`config.mk`:
```
export PLATFORM = sky130hd
export DESIGN_NAME = wera_cell
export DESIGN_NICKNAME = d
export VERILOG_FILES = /design/src/rtl/wera_pkg.sv /design/src/rtl/wera_cell.sv
export SDC_FILE = /design/constraint.sdc
export NUM_CORES = 1
export LEC_CHECK = 0
export BUFFER_PORTS_ARGS = -buffer_cell sky130_fd_sc_hd__clkbuf_2
export CAP_MARGIN = 20
export CORE_UTILIZATION = 41
export CTS_CLUSTER_DIAMETER = 60
export DETAILED_ROUTE_END_ITERATION = 8
export MAX_ROUTING_LAYER = met4
export PLACE_DENSITY = 0.85
export REMOVE_ABC_BUFFERS = 1
export SETUP_SLACK_MARGIN = 0.4
export SLEW_MARGIN = 20
export SYNTH_ARGS = -nofsm -noshare
export SYNTH_HDL_FRONTEND = slang
export SYNTH_SLANG_ARGS = --single-unit
export TNS_END_PERCENT = 5
```
`constraint.sdc`:
```
create_clock -name clk -period 3 [get_ports clk]
set_input_delay 0.15 -clock clk [delete_from_list [all_inputs] [get_ports clk]]
set_output_delay 0.15 -clock clk [all_outputs]
set_load 0.05 [all_outputs]
```
`src/rtl/wera_pkg.sv`:
```
// ----------------------------------------------------------------------------
// wera_pkg: shared types and constants for the windowed event rate alarm
// Field widths, register indexes, calendar constants and the forwarding type.
// ----------------------------------------------------------------------------
`default_nettype none

package wera_pkg;

	localparam int TIME_W            = 25;   // absolute seconds in the year
	localparam int WIN_W             = 17;
	localparam int THR_W             = 11;
	localparam int DAY_W             = 9;    // day of year, 0..365
	localparam int HMS_W             = 17;   // seconds within a day incl. overflow
	localparam int HISTORY_DEPTH_DEF = 1024;
	localparam int FWD_CELLS         = 2;    // writes in flight past the ring read
	localparam int IN_TDATA_W        = 32;
	localparam int OUT_TDATA_W       = 8;
	localparam int CFG_IDX_W         = 1;

	localparam int SECS_PER_DAY  = 24 * 60 * 60;
	localparam int SECS_PER_HOUR = 3600;
	localparam int SECS_PER_MIN  = 60;

	localparam logic [WIN_W-1:0] WINDOW_RESET    = WIN_W'(60);
	localparam logic [THR_W-1:0] THRESHOLD_RESET = THR_W'(1);

	localparam logic [CFG_IDX_W-1:0] REG_WINDOW    = CFG_IDX_W'(0);
	localparam logic [CFG_IDX_W-1:0] REG_THRESHOLD = CFG_IDX_W'(1);

	// lookup result travelling down the forwarding cells
	typedef struct packed {
		logic              hit;
		logic [TIME_W-1:0] t;
	} fwd_t;

	// days before the month in 2012; month 0 reads as January, 13..15 as December
	function automatic logic [DAY_W-1:0] days_before_month(input logic [3:0] month);
		logic [DAY_W-1:0] d;
		case (month)
			4'd0, 4'd1: d = DAY_W'(0);
			4'd2:       d = DAY_W'(31);
			4'd3:       d = DAY_W'(60);
			4'd4:       d = DAY_W'(91);
			4'd5:       d = DAY_W'(121);
			4'd6:       d = DAY_W'(152);
			4'd7:       d = DAY_W'(182);
			4'd8:       d = DAY_W'(213);
			4'd9:       d = DAY_W'(244);
			4'd10:      d = DAY_W'(274);
			4'd11:      d = DAY_W'(305);
			default:    d = DAY_W'(335);
		endcase
		return d;
	endfunction

endpackage

`default_nettype wire

```
`src/rtl/wera_cell.sv`:
```
// ----------------------------------------------------------------------------
// wera_cell: one forwarding cell
// Holds one recent ring write, shifts it on to the next cell on every write,
// and answers the lookup if no newer cell already has.
// ----------------------------------------------------------------------------
`default_nettype none

module wera_cell #(
	parameter int IW = 10
) (
	input  wire logic                        clk,
	input  wire logic                        arst_n,
	input  wire logic                        shift,
	input  wire logic                        up_valid,
	input  wire logic [IW-1:0]               up_idx,
	input  wire logic [wera_pkg::TIME_W-1:0] up_time,
	output logic                             dn_valid,
	output logic      [IW-1:0]               dn_idx,
	output logic      [wera_pkg::TIME_W-1:0] dn_time,
	input  wire logic [IW-1:0]               lookup,
	input  wire wera_pkg::fwd_t              chain_in,
	output wera_pkg::fwd_t                   chain_out
);

	logic                        valid_q;
	logic [IW-1:0]               idx_q;
	logic [wera_pkg::TIME_W-1:0] t_q;

	always_ff @(posedge clk or negedge arst_n) begin
		if (!arst_n) begin
			valid_q <= 1'b0;
		end else if (shift) begin
			valid_q <= up_valid;
		end
	end

	always_ff @(posedge clk) begin
		if (shift) begin
			idx_q <= up_idx;
			t_q   <= up_time;
		end
	end

	assign dn_valid = valid_q;
	assign dn_idx   = idx_q;
	assign dn_time  = t_q;

	// newer cells sit earlier in the chain and win
	always_comb begin
		chain_out = chain_in;
		if (!chain_in.hit && valid_q && (idx_q == lookup)) begin
			chain_out.hit = 1'b1;
			chain_out.t   = t_q;
		end
	end

endmodule

`default_nettype wire

```
; ---- After elaboration in Yosys (flattened, before gate mapping)
; Cells that the tools add are included.
[classes]
n_eq_ne = 1
muxes = 1
n_reduce_logical = 3
[ops]
columns = operator, count
row1 = 26-bit two-way mux, 1
row2 = 10-bit equality test, 1
row3 = 1-bit logical AND, 2
row4 = 1-bit logical NOT, 1
[word_totals]
register_bits = 36
in_bits = 75
out_inout_bits = 62
word_cells = 8

; ---- Longest topological paths before layout
; Gate-level depths: netlist of run 1.
[depth]
word_depth = 4
ltp_mapped = 5

; ---- Worst setup path before layout of run 1
; No wires, ideal clock.
[synth_timing]
kind = register to output
start = register idx_q[1] (netlist: dn_idx[1])
end = output port chain_out[10] (netlist name)
t_arrival_ps = 1938
slack_ps = 912
path_stages_with_launch = 6
n_path_buf = 1
cell_sequence = edfxtp_1 > xor2_1 > nor4_2 > nand3_2 > buf_6 > mux2_4
[synth_rtl]
columns = item, line_no
row1 = start: declaration, wera_cell.sv:26  ; logic [IW-1:0] idx_q;
row2 = start signal: assignment, wera_cell.sv:39  ; idx_q <= up_idx;
row3 = end: declaration, wera_cell.sv:22  ; output wera_pkg::fwd_t chain_out

==> report_table.html, run 1 <==
<table>
<tr><th>Metric</th><th>Value</th></tr>
<tr><th colspan="2">Timing</th></tr>
<tr><td>Part of the cycle the worst path needs</td><td>76.9%</td></tr>
<tr><td>Final hold vios</td><td>0</td></tr>
<tr><td>Final Max Tran Viols</td><td>0</td></tr>
<tr><td>Achievable Freq</td><td>0.433 GHz</td></tr>
<tr><td>RSZ-0062 raised after global routing</td><td>false</td></tr>
<tr><td>Final TNS setup</td><td>0 ns</td></tr>
<tr><td>Slew at the pin with the worst max-slew slack</td><td>0.870 ns</td></tr>
<tr><td>Worst setup skew after layout</td><td>0 ns</td></tr>
<tr><td>Min Tclk post-route</td><td>around 2.3 ns</td></tr>
<tr><td>Worst slew margin</td><td>between 40% and 50%</td></tr>
<tr><td>Count of final setup violators</td><td>0</td></tr>
<tr><th colspan="2">Floorplanning</th></tr>
<tr><td>Core outline area</td><td>3720 um^2</td></tr>
<tr><td>Die Outline Area</td><td>4160 um^2</td></tr>
<tr><td>I/O pins</td><td>between 100 and 150</td></tr>
<tr><td>Effective utilization at floorplan</td><td>43.1%</td></tr>
<tr><td>Floorplan row count</td><td>22</td></tr>
<tr><td>Die Height</td><td>64.5 um</td></tr>
<tr><td>Die span in x</td><td>~65 um</td></tr>
<tr><th colspan="2">Critical path</th></tr>
<tr><td>Startpoint of the worst register-to-register path</td><td>dn_valid$_DFFE_PN0P_</td></tr>
<tr><td>Maximum fanout count along the critical path</td><td>17</td></tr>
<tr><td>Crit path DAT</td><td>approximately 2.2 ns</td></tr>
<tr><td>Crit Reg-Reg Endpoint</td><td>dn_valid$_DFFE_PN0P_</td></tr>
<tr><td>Critical path's largest stage delay</td><td>0.43 ns</td></tr>
<tr><td>Critical path cell sequence</td><td>xor2_1, nor3_1, nand3_2, buf_4, mux2_4, clkbuf_2</td></tr>
<tr><td>Crit-path slowest cell</td><td>edfxtp_1</td></tr>
<tr><td>Depth of the worst register-to-register path</td><td>1</td></tr>
<tr><td>Worst Path Class, Setup</td><td>reg -&gt; out</td></tr>
<tr><td>Critical path data required time</td><td>roughly 2.9 ns</td></tr>
<tr><td>Worst setup SP type</td><td>register</td></tr>
<tr><td>Register-to-Register Setup Slack</td><td>~2.2 ns</td></tr>
<tr><td>Crit. End Element</td><td>output pin</td></tr>
<tr><th colspan="2">Synth</th></tr>
<tr><td>Most used DFF post-synth</td><td>edfxtp_1</td></tr>
<tr><td>Mapped Avg Cell Area</td><td>20.0 um^2</td></tr>
<tr><td>YS warnings</td><td>0</td></tr>
<tr><td>Share of the synthesized area in the top cell type</td><td>about two thirds</td></tr>
<tr><td>Sequential element share of the synthesized area</td><td>67.1%</td></tr>
<tr><td>Number of library cell types mapped by synthesis</td><td>10</td></tr>
<tr><td>Number of instances in the synthesized netlist</td><td>80</td></tr>
<tr><td>Async S/R FF share, synth</td><td>2.78%</td></tr>
<tr><td>Cell accounting for the most synthesized area</td><td>edfxtp_1</td></tr>
<tr><td>Top cells by area, synth</td><td>edfxtp_1, mux2_4, xor2_1, mux2_2, dfrtp_1</td></tr>
<tr><td>Leading cell type by number of instances after synthesis</td><td>edfxtp_1</td></tr>
<tr><td>Number of synthesized flops with an enable pin</td><td>35</td></tr>
<tr><td>Syn Std Cell Area</td><td>approximately 1600 um^2</td></tr>
<tr><td>Commonest cells in the synthesized netlist</td><td>edfxtp_1, mux2_4, xor2_1, mux2_2</td></tr>
<tr><td>Synth Register Bits</td><td>36</td></tr>
<tr><th colspan="2">Placement</th></tr>
<tr><td>Estimated wirelength of the detail-placed design</td><td>slightly below 3 mm</td></tr>
<tr><td>Final weighted congestion in routability-driven placement</td><td>0.766</td></tr>
<tr><td>Cells after DPL</td><td>approximately 260</td></tr>
<tr><td>Input/output buffers</td><td>136</td></tr>
<tr><th colspan="2">Global route</th></tr>
<tr><td>Total overflow reported by the global router</td><td>0</td></tr>
<tr><td>Largest net degree at the start of global routing</td><td>37</td></tr>
<tr><td>Vias in the first global route</td><td>1193</td></tr>
<tr><td>Overall track demand over capacity in global routing</td><td>18.4%</td></tr>
<tr><td>Wire length of the first global-routing pass</td><td>approximately 5.3 mm</td></tr>
<tr><td>Initial antenna violation count</td><td>0</td></tr>
<tr><th colspan="2">Drt</th></tr>
<tr><td>Residual DRC</td><td>0</td></tr>
<tr><td>DR vias</td><td>1277</td></tr>
<tr><td>Detailed-routing iteration count for the pre-antenna-repair pass</td><td>6</td></tr>
<tr><td>Routed via count divided by cell count</td><td>4.68</td></tr>
<tr><td>DRC violation total after the first TritonRoute iteration</td><td>27</td></tr>
<tr><td>Detailed Route WL</td><td>3.67 mm</td></tr>
<tr><td>Antenna violation net count after detailed routing</td><td>0</td></tr>
<tr><td>Post-detailed-route wirelength per cell</td><td>13.4 um</td></tr>
<tr><th colspan="2">Pwr</th></tr>
<tr><td>Leakage Power</td><td>1.24 nW</td></tr>
<tr><td>Worst IR drop on VDD</td><td>0.000410 V</td></tr>
<tr><td>Power Density</td><td>535 nW/um^2</td></tr>
<tr><th colspan="2">Clocking</th></tr>
<tr><td>Number of instances resized during post-cts repair</td><td>0</td></tr>
<tr><td>Clock latency on the worst-skew pair</td><td>approximately 0.28 ns</td></tr>
<tr><td>Inserted Clock Buffers</td><td>5</td></tr>
<tr><td>Max H-tree Level</td><td>2</td></tr>
<tr><td>CTS Buffer Depth</td><td>2</td></tr>
<tr><td>Root Driver</td><td>clkbuf_8</td></tr>
<tr><td>Sinks on the clock net</td><td>36</td></tr>
<tr><td>TritonCTS clock tree</td><td>done</td></tr>
<tr><td>Clock-pin slew of the registers on the worst-case setup and hold paths</td><td>0.07 ns</td></tr>
<tr><th colspan="2">Hold path</th></tr>
<tr><td>Worst Hold Class</td><td>in -&gt; reg</td></tr>
<tr><td>Worst hold stages</td><td>1</td></tr>
<tr><td>Hold worst-path end</td><td>dn_time[3]$_DFFE_PP_</td></tr>
<tr><td>Hold path startpoint</td><td>up_time[3]</td></tr>
<tr><th colspan="2">Cells and area</th></tr>
<tr><td>Fraction of layout instances using a drive strength above 1</td><td>76.9%</td></tr>
<tr><td>Synthesis-to-finish area growth</td><td>51.4%</td></tr>
<tr><td>Inserted Diodes</td><td>0</td></tr>
<tr><td>FILL cells</td><td>~290</td></tr>
<tr><td>Final standard cell utilization of the core</td><td>65.3%</td></tr>
<tr><td>Final cell count without fillers</td><td>273</td></tr>
<tr><td># nets final</td><td>299</td></tr>
<tr><th colspan="2">Status</th></tr>
<tr><td>Outcome</td><td>complete, no violations</td></tr>
<tr><th colspan="2">Job</th></tr>
<tr><td>Max-cap violations</td><td>0</td></tr>
</table>
[sequential cells by signal, summed over array words and instances (netlist names)]
name / flops
dn_idx: 10
dn_time: 25
dn_valid: 1
[stage by stage]
step / worst slack, ns / total power [mW] / area (um^2) / hold WS, ns
after global placement: 0.732 / 0.986 / 2330 / -0.0751
after detailed placement: 0.712 / 0.992 / 2330 / -0.0746
final: 0.693 / 1.30 / 2430 / 0.0385
after floorplan: 0.502 / 0.878 / 1580 / -0.146
after global routing: 0.574 / 1.35 / 2430 / 0.0248
after CTS: 0.666 / 1.31 / 2430 / 0.0293
[what timing repair did]
action | 4_1_cts | 5_1_grt
hold endpoints to repair | 1 | 0
endpoints found under the setup margin | 3 | 0
hold buffers | 1 | 0
setup buffers | 1 | 0
[per-layer routing]
layer	GRT usage, %	routed length [um]
met1	16.5	1260
met2	34.3	2020
met3	4.40	288
met4	11.1	97
met5	-	0
[cells in the final DEF (no fill, tap or decap), drive strengths merged, types with 2 or more instances in the layout]
master / Yosys / final
nor4: 2 / 2
edfxtp: 35 / 35
mux2: 26 / 26
nand2b: 2 / 2
xor2: 10 / 10
buf: 2 / 2
clkbuf: 0 / 143
[power breakdown]
part	internal (mW)	leakage [nW]	switching (mW)	total (mW)
Sequential	0.598	0.354	0.0219	0.620
Clock	0.163	0.0422	0.154	0.316
Combinational	0.100	0.842	0.261	0.361
Total	0.861	1.24	0.436	1.30
[how the worst max path moves through the flow]
stage,cells after the start,from,slack [ns],end
after floorplan,4,dn_idx[1]$_DFFE_PP_,0.50,chain_out[25]
after global placement,6,dn_idx[9]$_DFFE_PP_,0.73,chain_out[10]
after detailed placement,6,dn_idx[9]$_DFFE_PP_,0.71,chain_out[10]
after CTS,6,dn_idx[9]$_DFFE_PP_,0.67,chain_out[10]
after global routing,6,dn_idx[9]$_DFFE_PP_,0.57,chain_out[6]
final,6,dn_idx[9]$_DFFE_PP_,0.69,chain_out[10]
[final cells by class]
type                    count  area [um^2]  area share (%)
repair buffers            139          706            29.1
multi-input cells          42          504            20.8
well taps                  48         60.1            2.47
clock inverters             1         5.00           0.206
clock buffers               7         76.3            3.14
flip-flops and latches     36         1080            44.3
[critical path, delay by kind of cell, from the launching register on]
kind,cells,cell delay [ns]
flops,1,0.43
mux,1,0.33
buf+inv,2,0.49
xor+xnor,1,0.17
simple gates,2,0.44
[cells by family after synthesis]
| logic type | share of synthesized area (%) |
|---|---|
| xor gates and xnor gates | 5.46 |
| buffers and inverters | 1.41 |
| DFF | 67.1 |
| muxes | 22.7 |
| and+or+nand+nor | 3.28 |
(Power assumes the default switching activity.)
==> run 2, diff against run 1 <==
--- a/config.mk
+++ b/config.mk
@@ -5,13 +5,14 @@
 export SDC_FILE = /design/constraint.sdc
 export NUM_CORES = 1
 export LEC_CHECK = 0
+export ABC_AREA = 1
 export BUFFER_PORTS_ARGS = -buffer_cell sky130_fd_sc_hd__clkbuf_2
 export CAP_MARGIN = 20
-export CORE_UTILIZATION = 41
+export CORE_UTILIZATION = 36
 export CTS_CLUSTER_DIAMETER = 60
 export DETAILED_ROUTE_END_ITERATION = 8
 export MAX_ROUTING_LAYER = met4
-export PLACE_DENSITY = 0.85
+export PLACE_DENSITY = 0.77
 export REMOVE_ABC_BUFFERS = 1
 export SETUP_SLACK_MARGIN = 0.4
 export SLEW_MARGIN = 20
==> constraint.sdc (replaced) <==
create_clock -name clk -period 1.9 [get_ports clk]
set_input_delay 0.095 -clock clk [delete_from_list [all_inputs] [get_ports clk]]
set_output_delay 0.095 -clock clk [all_outputs]
set_load 0.05 [all_outputs]
==> run 2 against run 1 <==
Against the previous run:
- the run now ends with negative setup slack left
- register-to-register slack worse by 1.0 ns
- final cell count up 62%
- synthesized cell count up 130%
- setup slack worse by 0.70 ns
- combinational power up 120%
- via count up 58%
- area after synthesis up 10%
- clock-buffer cell count unchanged
- largest cell class is now non-clock buffers
- highest routed layer unchanged
==> report_table.html, run 2 <==
<table>
<tr><th>Metric</th><th>Value</th></tr>
<tr><th colspan="2">Timing</th></tr>
<tr><td>Final TNS setup</td><td>-0.0162 ns</td></tr>
<tr><td>Final hold vios</td><td>0</td></tr>
<tr><td>Worst setup skew after layout</td><td>0 ns</td></tr>
<tr><td>Count of final setup violators</td><td>4</td></tr>
<tr><td>Slew at the pin with the worst max-slew slack</td><td>between 0.9 and 1 ns</td></tr>
<tr><td>Min Tclk post-route</td><td>1.91 ns</td></tr>
<tr><td>RSZ-0062 raised after global routing</td><td>true</td></tr>
<tr><td>Worst slew margin</td><td>37.2%</td></tr>
<tr><td>Final Max Tran Viols</td><td>0</td></tr>
<tr><td>Post-layout worst setup margin</td><td>-0.00649 ns</td></tr>
<tr><td>Part of the cycle the worst path needs</td><td>100%</td></tr>
<tr><td>Achievable Freq</td><td>0.525 GHz</td></tr>
<tr><th colspan="2">Pwr</th></tr>
<tr><td>Switching power summed over all nets</td><td>0.818 mW</td></tr>
<tr><td>Worst IR drop on VDD</td><td>0.000503 V</td></tr>
<tr><td>Leakage Power</td><td>1.73 nW</td></tr>
<tr><td>Portion of total power attributed to the clock network</td><td>22.6%</td></tr>
<tr><td>Combinational Power Share</td><td>34.6%</td></tr>
<tr><td>Proportion of power drawn by flip-flops and latches</td><td>42.8%</td></tr>
<tr><td>Power Density</td><td>670 nW/um^2</td></tr>
<tr><td>Sw Ratio</td><td>35.6%</td></tr>
<tr><td>Internal</td><td>1.48 mW</td></tr>
<tr><th colspan="2">Cells and area</th></tr>
<tr><td># nets final</td><td>449</td></tr>
<tr><td>Final standard cell utilization of the core</td><td>72.6%</td></tr>
<tr><td>Leading cell types in the layout, fill and taps excluded</td><td>clkbuf_2, nand2_1, dlygate4sd3_1</td></tr>
<tr><td>Largest register FFs</td><td>25</td></tr>
<tr><td>FILL cells</td><td>332</td></tr>
<tr><td>Most frequent standard cell in the layout excluding fill and tap cells</td><td>clkbuf_2</td></tr>
<tr><td>Post-route cell area</td><td>3430 um^2</td></tr>
<tr><td>Fraction of layout instances using a drive strength above 1</td><td>50.1%</td></tr>
<tr><td>Inserted Diodes</td><td>0</td></tr>
<tr><td>Synthesis-to-finish area growth</td><td>94.3%</td></tr>
<tr><td>Final cell count without fillers</td><td>442</td></tr>
<tr><th colspan="2">Clocking</th></tr>
<tr><td>CTS Buffer Depth</td><td>2</td></tr>
<tr><td>Inserted Clock Buffers</td><td>5</td></tr>
<tr><td>Clock latency on the worst-skew pair</td><td>0.28 ns</td></tr>
<tr><td>TritonCTS clock tree</td><td>done</td></tr>
<tr><td>Max H-tree Level</td><td>2</td></tr>
<tr><td>Clock-pin slew of the registers on the worst-case setup and hold paths</td><td>0.07 ns</td></tr>
<tr><td>Sinks on the clock net</td><td>36</td></tr>
<tr><td>Root Driver</td><td>clkbuf_8</td></tr>
<tr><th colspan="2">Critical path</th></tr>
<tr><td>Worst setup SP type</td><td>register</td></tr>
<tr><td>Crit. End Element</td><td>output pin</td></tr>
<tr><td>Crit path DAT</td><td>1.81 ns</td></tr>
<tr><td>Worst Path Class, Setup</td><td>reg -&gt; out</td></tr>
<tr><td>Startpoint of the worst register-to-register path</td><td>dn_valid$_DFFE_PN0P_</td></tr>
<tr><td>Maximum fanout count along the critical path</td><td>7</td></tr>
<tr><td>Setup crit start</td><td>dn_idx[6]$_DFFE_PP_</td></tr>
<tr><td>Critical path data required time</td><td>1.80 ns</td></tr>
<tr><th colspan="2">Synth</th></tr>
<tr><td>Cell accounting for the most synthesized area</td><td>edfxtp_1</td></tr>
<tr><td>Async S/R FF share, synth</td><td>2.78%</td></tr>
<tr><td>Leading cell type by number of instances after synthesis</td><td>nand2_1</td></tr>
<tr><td>Share of the synthesized area in the top cell type</td><td>59.6%</td></tr>
<tr><td>Synth Register Bits</td><td>36</td></tr>
<tr><td>Number of synthesized flops with an enable pin</td><td>35</td></tr>
<tr><td>Synthesized-area fraction occupied by ao, oa, aoi and oai cells</td><td>0.284%</td></tr>
<tr><td>Number of instances in the synthesized netlist</td><td>181</td></tr>
<tr><td>Most used DFF post-synth</td><td>edfxtp_1</td></tr>
<tr><td>YS warnings</td><td>0</td></tr>
<tr><td>Mapped Avg Cell Area</td><td>a little under 10 um^2</td></tr>
<tr><td>Fraction of synthesized area in multiplexers</td><td>0%</td></tr>
<tr><td>Number of library cell types mapped by synthesis</td><td>17</td></tr>
<tr><td>Dominant combinational cell family by area after synthesis</td><td>simple AND/OR/NAND/NOR gates</td></tr>
<tr><td>Synthesized-area fraction occupied by adder cells</td><td>0%</td></tr>
<tr><td>Top cells by area, synth</td><td>edfxtp_1, nand2_1, nand3_1, inv_1, buf_6</td></tr>
<tr><td>Commonest cells in the synthesized netlist</td><td>nand2_1, edfxtp_1, nand3_1, inv_1, nor2_1</td></tr>
<tr><td>Syn Std Cell Area</td><td>1760 um^2</td></tr>
<tr><td>Sequential element share of the synthesized area</td><td>61.0%</td></tr>
<tr><td>Area share of xor/xnor cells in the synthesized design</td><td>1.49%</td></tr>
<tr><td>Basic-gate share of the synthesized area counting and, or, nand and nor cells</td><td>28.9%</td></tr>
<tr><th colspan="2">Drt</th></tr>
<tr><td>Detailed Route WL</td><td>between 6 and 7 mm</td></tr>
<tr><td>Routed via count divided by cell count</td><td>~4.6</td></tr>
<tr><td>Post-detailed-route wirelength per cell</td><td>14.5 um</td></tr>
<tr><td>Total length of routed met2 wires</td><td>3.55 mm</td></tr>
<tr><td>Post-Route M1 WL</td><td>2.49 mm</td></tr>
<tr><td>DRC violation total after the first TritonRoute iteration</td><td>71</td></tr>
<tr><td>Residual DRC</td><td>0</td></tr>
<tr><td>DR vias</td><td>2016</td></tr>
<tr><td>Antenna violation net count after detailed routing</td><td>0</td></tr>
<tr><td>Met3 wirelength from detailed routing</td><td>303 um</td></tr>
<tr><td>Detailed-routing iteration count for the pre-antenna-repair pass</td><td>4</td></tr>
<tr><td>Highest metal layer with signal wires</td><td>met4</td></tr>
<tr><th colspan="2">Floorplanning</th></tr>
<tr><td>Effective utilization at floorplan</td><td>a little under two fifths</td></tr>
<tr><td>Core outline area</td><td>approximately 4700 um^2</td></tr>
<tr><td>Die Outline Area</td><td>between 5000 and 6000 um^2</td></tr>
<tr><td>Floorplan row count</td><td>25</td></tr>
<tr><td>I/O pins</td><td>137</td></tr>
<tr><td>Die span in x</td><td>72.0 um</td></tr>
<tr><td>Die Height</td><td>72.0 um</td></tr>
<tr><th colspan="2">Hold path</th></tr>
<tr><td>Hold path startpoint</td><td>up_valid</td></tr>
<tr><td>Worst Hold Class</td><td>in -&gt; reg</td></tr>
<tr><th colspan="2">Placement</th></tr>
<tr><td>Area after detailed placement</td><td>around 2500 um^2</td></tr>
<tr><td>Final weighted congestion in routability-driven placement</td><td>0.809</td></tr>
<tr><td>Placement Setup Slack</td><td>0.199 ns</td></tr>
<tr><td>Estimated wirelength of the detail-placed design</td><td>approximately 3.3 mm</td></tr>
<tr><td>Cells after DPL</td><td>between 300 and 400</td></tr>
<tr><td>Input/output buffers</td><td>136</td></tr>
<tr><th colspan="2">Job</th></tr>
<tr><td>Max-cap violations</td><td>0</td></tr>
<tr><th colspan="2">Status</th></tr>
<tr><td>Outcome</td><td>finished, violations left</td></tr>
<tr><td>Violated checks</td><td>negative setup slack</td></tr>
<tr><th colspan="2">Global route</th></tr>
<tr><td>Largest net degree at the start of global routing</td><td>38</td></tr>
<tr><td>Initial antenna violation count</td><td>0</td></tr>
<tr><td>Total overflow reported by the global router</td><td>0</td></tr>
<tr><td>Overall track demand over capacity in global routing</td><td>25.5%</td></tr>
<tr><td>Vias in the first global route</td><td>~1900</td></tr>
<tr><td>Wire length of the first global-routing pass</td><td>9.40 mm</td></tr>
</table>
## run 2: changes by cell type in the layout (fill, tap and decap cells not counted), sizes merged, moves of 20 or more
cell,before,now
nand2,0,79
dlygate4sd3,1,36
nand3,1,30
mux2,26,0
buf,2,26
inv,0,20
## run 2: critical path, cell delays in order (launching register included)
cell      delay [ns]
edfxtp_1        0.42
nand2_1         0.09
nand2_1         0.09
nor2_4          0.19
nand2_8         0.11
inv_8           0.10
nand3_4         0.18
nand2_1         0.11
nand2_1         0.06
clkbuf_8        0.17
## run 2: final timing paths
kind,end,slack (ns),cells after the start
worst max-delay path,chain_out[0],-0.006,9
worst min-delay path,dn_valid$_DFFE_PN0P_,0.03,3
worst max register to register,dn_valid$_DFFE_PN0P_,1.23,2
worst min register to register,dn_valid$_DFFE_PN0P_,0.56,2
max in group asynchronous,dn_valid$_DFFE_PN0P_,1.70,2
min in group asynchronous,dn_valid$_DFFE_PN0P_,0.11,2
## run 2: layer usage
metal  vias to the layer above  track usage, %
met3                         6            3.89
li1                        979               -
met5                         -               -
met2                        94            45.7
met1                       937            30.3
met4                         0            6.10
## run 2: power by group through the flow
stage / clock network, mW / logic, mW / registers, mW
5_1_grt: 0.564 / 0.832 / 0.990
2_1_floorplan: 0 / 0.192 / 1.21
6_report: 0.518 / 0.795 / 0.983
3_3_place_gp: 0 / 0.600 / 0.994
3_5_place_dp: 0 / 0.604 / 0.998
4_1_cts: 0.530 / 0.760 / 0.981
## run 2: logic make-up after synthesis
kind of cell | Yosys count
and+or+nand+nor | 115
xor gates and xnor gates | 3
AOI/OAI and AO/OA | 1
buffers and inverters | 26
DFF | 36
## run 2: area by class of cell
| cell class | count | area, um^2 | share of cell area, % |
|---|---|---|---|
| well taps | 67 | 83.8 | 2.45 |
| clock buffers | 7 | 76.3 | 2.23 |
| clock inverters | 1 | 5.00 | 0.146 |
| repair buffers | 187 | 1400 | 40.9 |
| flip-flops and latches | 36 | 1080 | 31.4 |
| inverters | 20 | 82.6 | 2.41 |
| multi-input cells | 124 | 702 | 20.5 |
## run 2: stage by stage
step	hold slack, ns	total power [mW]
2_1_floorplan	-0.201	1.40
3_3_place_gp	-0.128	1.59
3_5_place_dp	-0.128	1.60
4_1_cts	0.0149	2.27
5_1_grt	0.0313	2.39
6_report	0.0288	2.30
## run 2: timing repair
item,in CTS,in global routing
endpoints found under the setup margin,26,26
pin swaps,11,10
hold endpoints to repair,36,0
cloned,5,0
hold buffers,36,0
setup buffers,11,2
resized for setup,67,31
==> run 3, diff against run 2 <==
--- a/config.mk
+++ b/config.mk
@@ -5,14 +5,13 @@
 export SDC_FILE = /design/constraint.sdc
 export NUM_CORES = 1
 export LEC_CHECK = 0
-export ABC_AREA = 1
 export BUFFER_PORTS_ARGS = -buffer_cell sky130_fd_sc_hd__clkbuf_2
 export CAP_MARGIN = 20
-export CORE_UTILIZATION = 36
+export CORE_UTILIZATION = 34
 export CTS_CLUSTER_DIAMETER = 60
 export DETAILED_ROUTE_END_ITERATION = 8
 export MAX_ROUTING_LAYER = met4
-export PLACE_DENSITY = 0.77
+export PLACE_DENSITY = 0.76
 export REMOVE_ABC_BUFFERS = 1
 export SETUP_SLACK_MARGIN = 0.4
 export SLEW_MARGIN = 20
==> run 3 against run 2 <==
Against the previous run:
- the run ends with design-rule violations, negative setup slack left
- wire length decreased by 23%
- via count fell by 29%
- die area is 3.7% lower
- power fell by 4.1%
- clock-buffer cell count is the same
- flip-flop and latch count did not move
- final cell count shrank 29%
- critical path type unchanged
- critical endpoint is now chain_out[24]
==> report_table.html, run 3 (synthesized netlist as in run 1, its figures left out) <==
<table>
<tr><th>Metric</th><th>Value</th></tr>
<tr><th colspan="2">Timing</th></tr>
<tr><td>Final-layout worst hold slack</td><td>0.0485 ns</td></tr>
<tr><td>Final Max Tran Viols</td><td>0</td></tr>
<tr><td>Count of final setup violators</td><td>25</td></tr>
<tr><td>Part of the cycle the worst path needs</td><td>111%</td></tr>
<tr><td>Slew at the pin with the worst max-slew slack</td><td>0.477 ns</td></tr>
<tr><td>Achievable Freq</td><td>0.473 GHz</td></tr>
<tr><td>Final TNS setup</td><td>-4.99 ns</td></tr>
<tr><td>Worst setup skew after layout</td><td>0 ns</td></tr>
<tr><td>RSZ-0062 raised after global routing</td><td>true</td></tr>
<tr><td>Worst slew margin</td><td>roughly two thirds</td></tr>
<tr><td>Final hold vios</td><td>0</td></tr>
<tr><td>Post-layout worst setup margin</td><td>-0.215 ns</td></tr>
<tr><td>Min Tclk post-route</td><td>2.11 ns</td></tr>
<tr><th colspan="2">Critical path</th></tr>
<tr><td>Critical path data required time</td><td>1.80 ns</td></tr>
<tr><td>Depth of the worst register-to-register path</td><td>1</td></tr>
<tr><td>Startpoint of the worst register-to-register path</td><td>dn_valid$_DFFE_PN0P_</td></tr>
<tr><td>Critical path's largest stage delay</td><td>0.41 ns</td></tr>
<tr><td>Worst setup SP type</td><td>register</td></tr>
<tr><td>Register-to-Register Setup Slack</td><td>1.14 ns</td></tr>
<tr><td>Critical path cell sequence</td><td>xor2_1, nor4_2, nand3_2, buf_12, mux2_4, buf_8</td></tr>
<tr><td>Buf/Inv on CP</td><td>2</td></tr>
<tr><td>Maximum fanout count along the critical path</td><td>26</td></tr>
<tr><td>Crit Reg-Reg Endpoint</td><td>dn_valid$_DFFE_PN0P_</td></tr>
<tr><td>Cell type group with the largest total delay on the critical path</td><td>simple AND/OR/NAND/NOR gates</td></tr>
<tr><td>Worst Path Class, Setup</td><td>reg -&gt; out</td></tr>
<tr><td>Crit path DAT</td><td>2.02 ns</td></tr>
<tr><td>Crit-path slowest cell</td><td>edfxtp_1</td></tr>
<tr><td>Crit. End Element</td><td>output pin</td></tr>
<tr><th colspan="2">Cells and area</th></tr>
<tr><td>Synthesis-to-finish area growth</td><td>91.6%</td></tr>
<tr><td>Most frequent standard cell in the layout excluding fill and tap cells</td><td>clkbuf_2</td></tr>
<tr><td>Leading cell types in the layout, fill and taps excluded</td><td>clkbuf_2, dlygate4sd3_1, edfxtp_1</td></tr>
<tr><td>Largest register FFs</td><td>25</td></tr>
<tr><td>Inserted Diodes</td><td>0</td></tr>
<tr><td>Fraction of layout instances using a drive strength above 1</td><td>66.8%</td></tr>
<tr><td>Post-route cell area</td><td>a little over 3000 um^2</td></tr>
<tr><td># nets final</td><td>336</td></tr>
<tr><th colspan="2">Global route</th></tr>
<tr><td>Initial antenna violation count</td><td>0</td></tr>
<tr><td>Overall track demand over capacity in global routing</td><td>19.7%</td></tr>
<tr><td>Wire length of the first global-routing pass</td><td>7.20 mm</td></tr>
<tr><td>Largest net degree at the start of global routing</td><td>27</td></tr>
<tr><td>Vias in the first global route</td><td>1534</td></tr>
<tr><td>Total overflow reported by the global router</td><td>0</td></tr>
<tr><th colspan="2">Pwr</th></tr>
<tr><td>Power Density</td><td>around 720 nW/um^2</td></tr>
<tr><td>Final Power</td><td>2.20 mW</td></tr>
<tr><td>Worst IR drop on VDD</td><td>0.000398 V</td></tr>
<tr><td>Leakage Power</td><td>1.49 nW</td></tr>
<tr><th colspan="2">Job</th></tr>
<tr><td>Max-cap violations</td><td>0</td></tr>
<tr><th colspan="2">Placement</th></tr>
<tr><td>Area after detailed placement</td><td>2360 um^2</td></tr>
<tr><td>Input/output buffers</td><td>around 140</td></tr>
<tr><td>Placement Setup Slack</td><td>-0.00534 ns</td></tr>
<tr><td>Estimated wirelength of the detail-placed design</td><td>3.06 mm</td></tr>
<tr><td>Final weighted congestion in routability-driven placement</td><td>0.672</td></tr>
<tr><th colspan="2">Clocking</th></tr>
<tr><td>Clock-pin slew of the registers on the worst-case setup and hold paths</td><td>approximately 0.06 ns</td></tr>
<tr><td>Clock latency on the worst-skew pair</td><td>0.27 ns</td></tr>
<tr><td>Max H-tree Level</td><td>2</td></tr>
<tr><td>TritonCTS clock tree</td><td>done</td></tr>
<tr><td>Root Driver</td><td>clkbuf_8</td></tr>
<tr><td>CTS Buffer Depth</td><td>2</td></tr>
<tr><td>Sinks on the clock net</td><td>36</td></tr>
<tr><td>Inserted Clock Buffers</td><td>5</td></tr>
<tr><th colspan="2">Floorplanning</th></tr>
<tr><td>Core outline area</td><td>4440 um^2</td></tr>
<tr><td>Floorplan row count</td><td>24</td></tr>
<tr><td>Effective utilization at floorplan</td><td>36.1%</td></tr>
<tr><td>Die Height</td><td>70.7 um</td></tr>
<tr><td>Die span in x</td><td>70.7 um</td></tr>
<tr><td>Die Outline Area</td><td>4990 um^2</td></tr>
<tr><td>I/O pins</td><td>137</td></tr>
<tr><th colspan="2">Hold path</th></tr>
<tr><td>Hold path startpoint</td><td>up_valid</td></tr>
<tr><td>Worst Hold Class</td><td>in -&gt; reg</td></tr>
<tr><td>Worst hold stages</td><td>2</td></tr>
<tr><td>Hold worst-path end</td><td>dn_valid$_DFFE_PN0P_</td></tr>
<tr><th colspan="2">Drt</th></tr>
<tr><td>DRC violation total after the first TritonRoute iteration</td><td>about 100</td></tr>
<tr><td>Routed via count divided by cell count</td><td>4.53</td></tr>
<tr><td>Residual DRC</td><td>26</td></tr>
<tr><td>Post-detailed-route wirelength per cell</td><td>15.8 um</td></tr>
<tr><td>Antenna violation net count after detailed routing</td><td>0</td></tr>
<tr><td>DR vias</td><td>1423</td></tr>
<tr><td>Detailed Route WL</td><td>4.97 mm</td></tr>
<tr><td>Detailed-routing iteration count for the pre-antenna-repair pass</td><td>7</td></tr>
<tr><th colspan="2">Status</th></tr>
<tr><td>Violated checks</td><td>design-rule violations, negative setup slack</td></tr>
<tr><td>Outcome</td><td>finished, violations left</td></tr>
</table>
==> run 3: final cells by class <==
| cell class | instances | area, um^2 |
|---|---|---|
| timing repair buffer | 176 | 1340 |
| sequential | 36 | 1080 |
| fill | 310 | 1370 |
| tap | 52 | 65.1 |
| clock buffer | 7 | 76.3 |
| multi-input combinational | 42 | 504 |
| clock inverter | 1 | 5.00 |
==> run 3: worst max-delay path by stage <==
stage / cells past startpoint / end / slack [ns] / from
2_1_floorplan: 4 / chain_out[25] / -0.54 / dn_idx[1]$_DFFE_PP_
3_3_place_gp: 6 / chain_out[24] / -0.01 / dn_idx[1]$_DFFE_PP_
3_5_place_dp: 6 / chain_out[6] / -0.005 / dn_idx[0]$_DFFE_PP_
4_1_cts: 6 / chain_out[6] / -0.28 / dn_idx[8]$_DFFE_PP_
5_1_grt: 6 / chain_out[24] / -0.33 / dn_idx[8]$_DFFE_PP_
6_report: 6 / chain_out[24] / -0.21 / dn_idx[8]$_DFFE_PP_
==> run 3: what timing repair did <==
item                                   4_1_cts  5_1_grt
endpoints found under the hold margin       36        0
setup endpoints to repair                   26       26
resized for setup                           52       26
setup buffers                                1        0
hold buffers                                36        0
pin swaps                                    2        0
==> run 3: per-layer routing <==
| metal | part of all wire, % | wire length, um | vias to the layer above | GRT usage, % |
|---|---|---|---|---|
| li1 | - | - | 667 | - |
| met1 | 33 | 1620 | 661 | 18.5 |
| met2 | 58 | 2880 | 87 | 37.9 |
| met3 | 7.7 | 384 | 8 | 5.41 |
| met4 | 1.7 | 87 | 0 | 7.56 |
| met5 | 0 | 0 | - | - |
==> run 3: power by group <==
group,leakage (nW),internal (mW),switching (mW)
Clock,0.0422,0.257,0.248
Sequential,0.354,0.944,0.0398
Combinational,1.09,0.269,0.444
Total,1.49,1.47,0.732
==> run 3: per-stage QoR <==
stage	util [%]	instances
finish	69.1	314
floorplan	-	78
CTS	68.4	314
global placement	53.1	269
global route	69.1	314
detailed placement	53.1	269
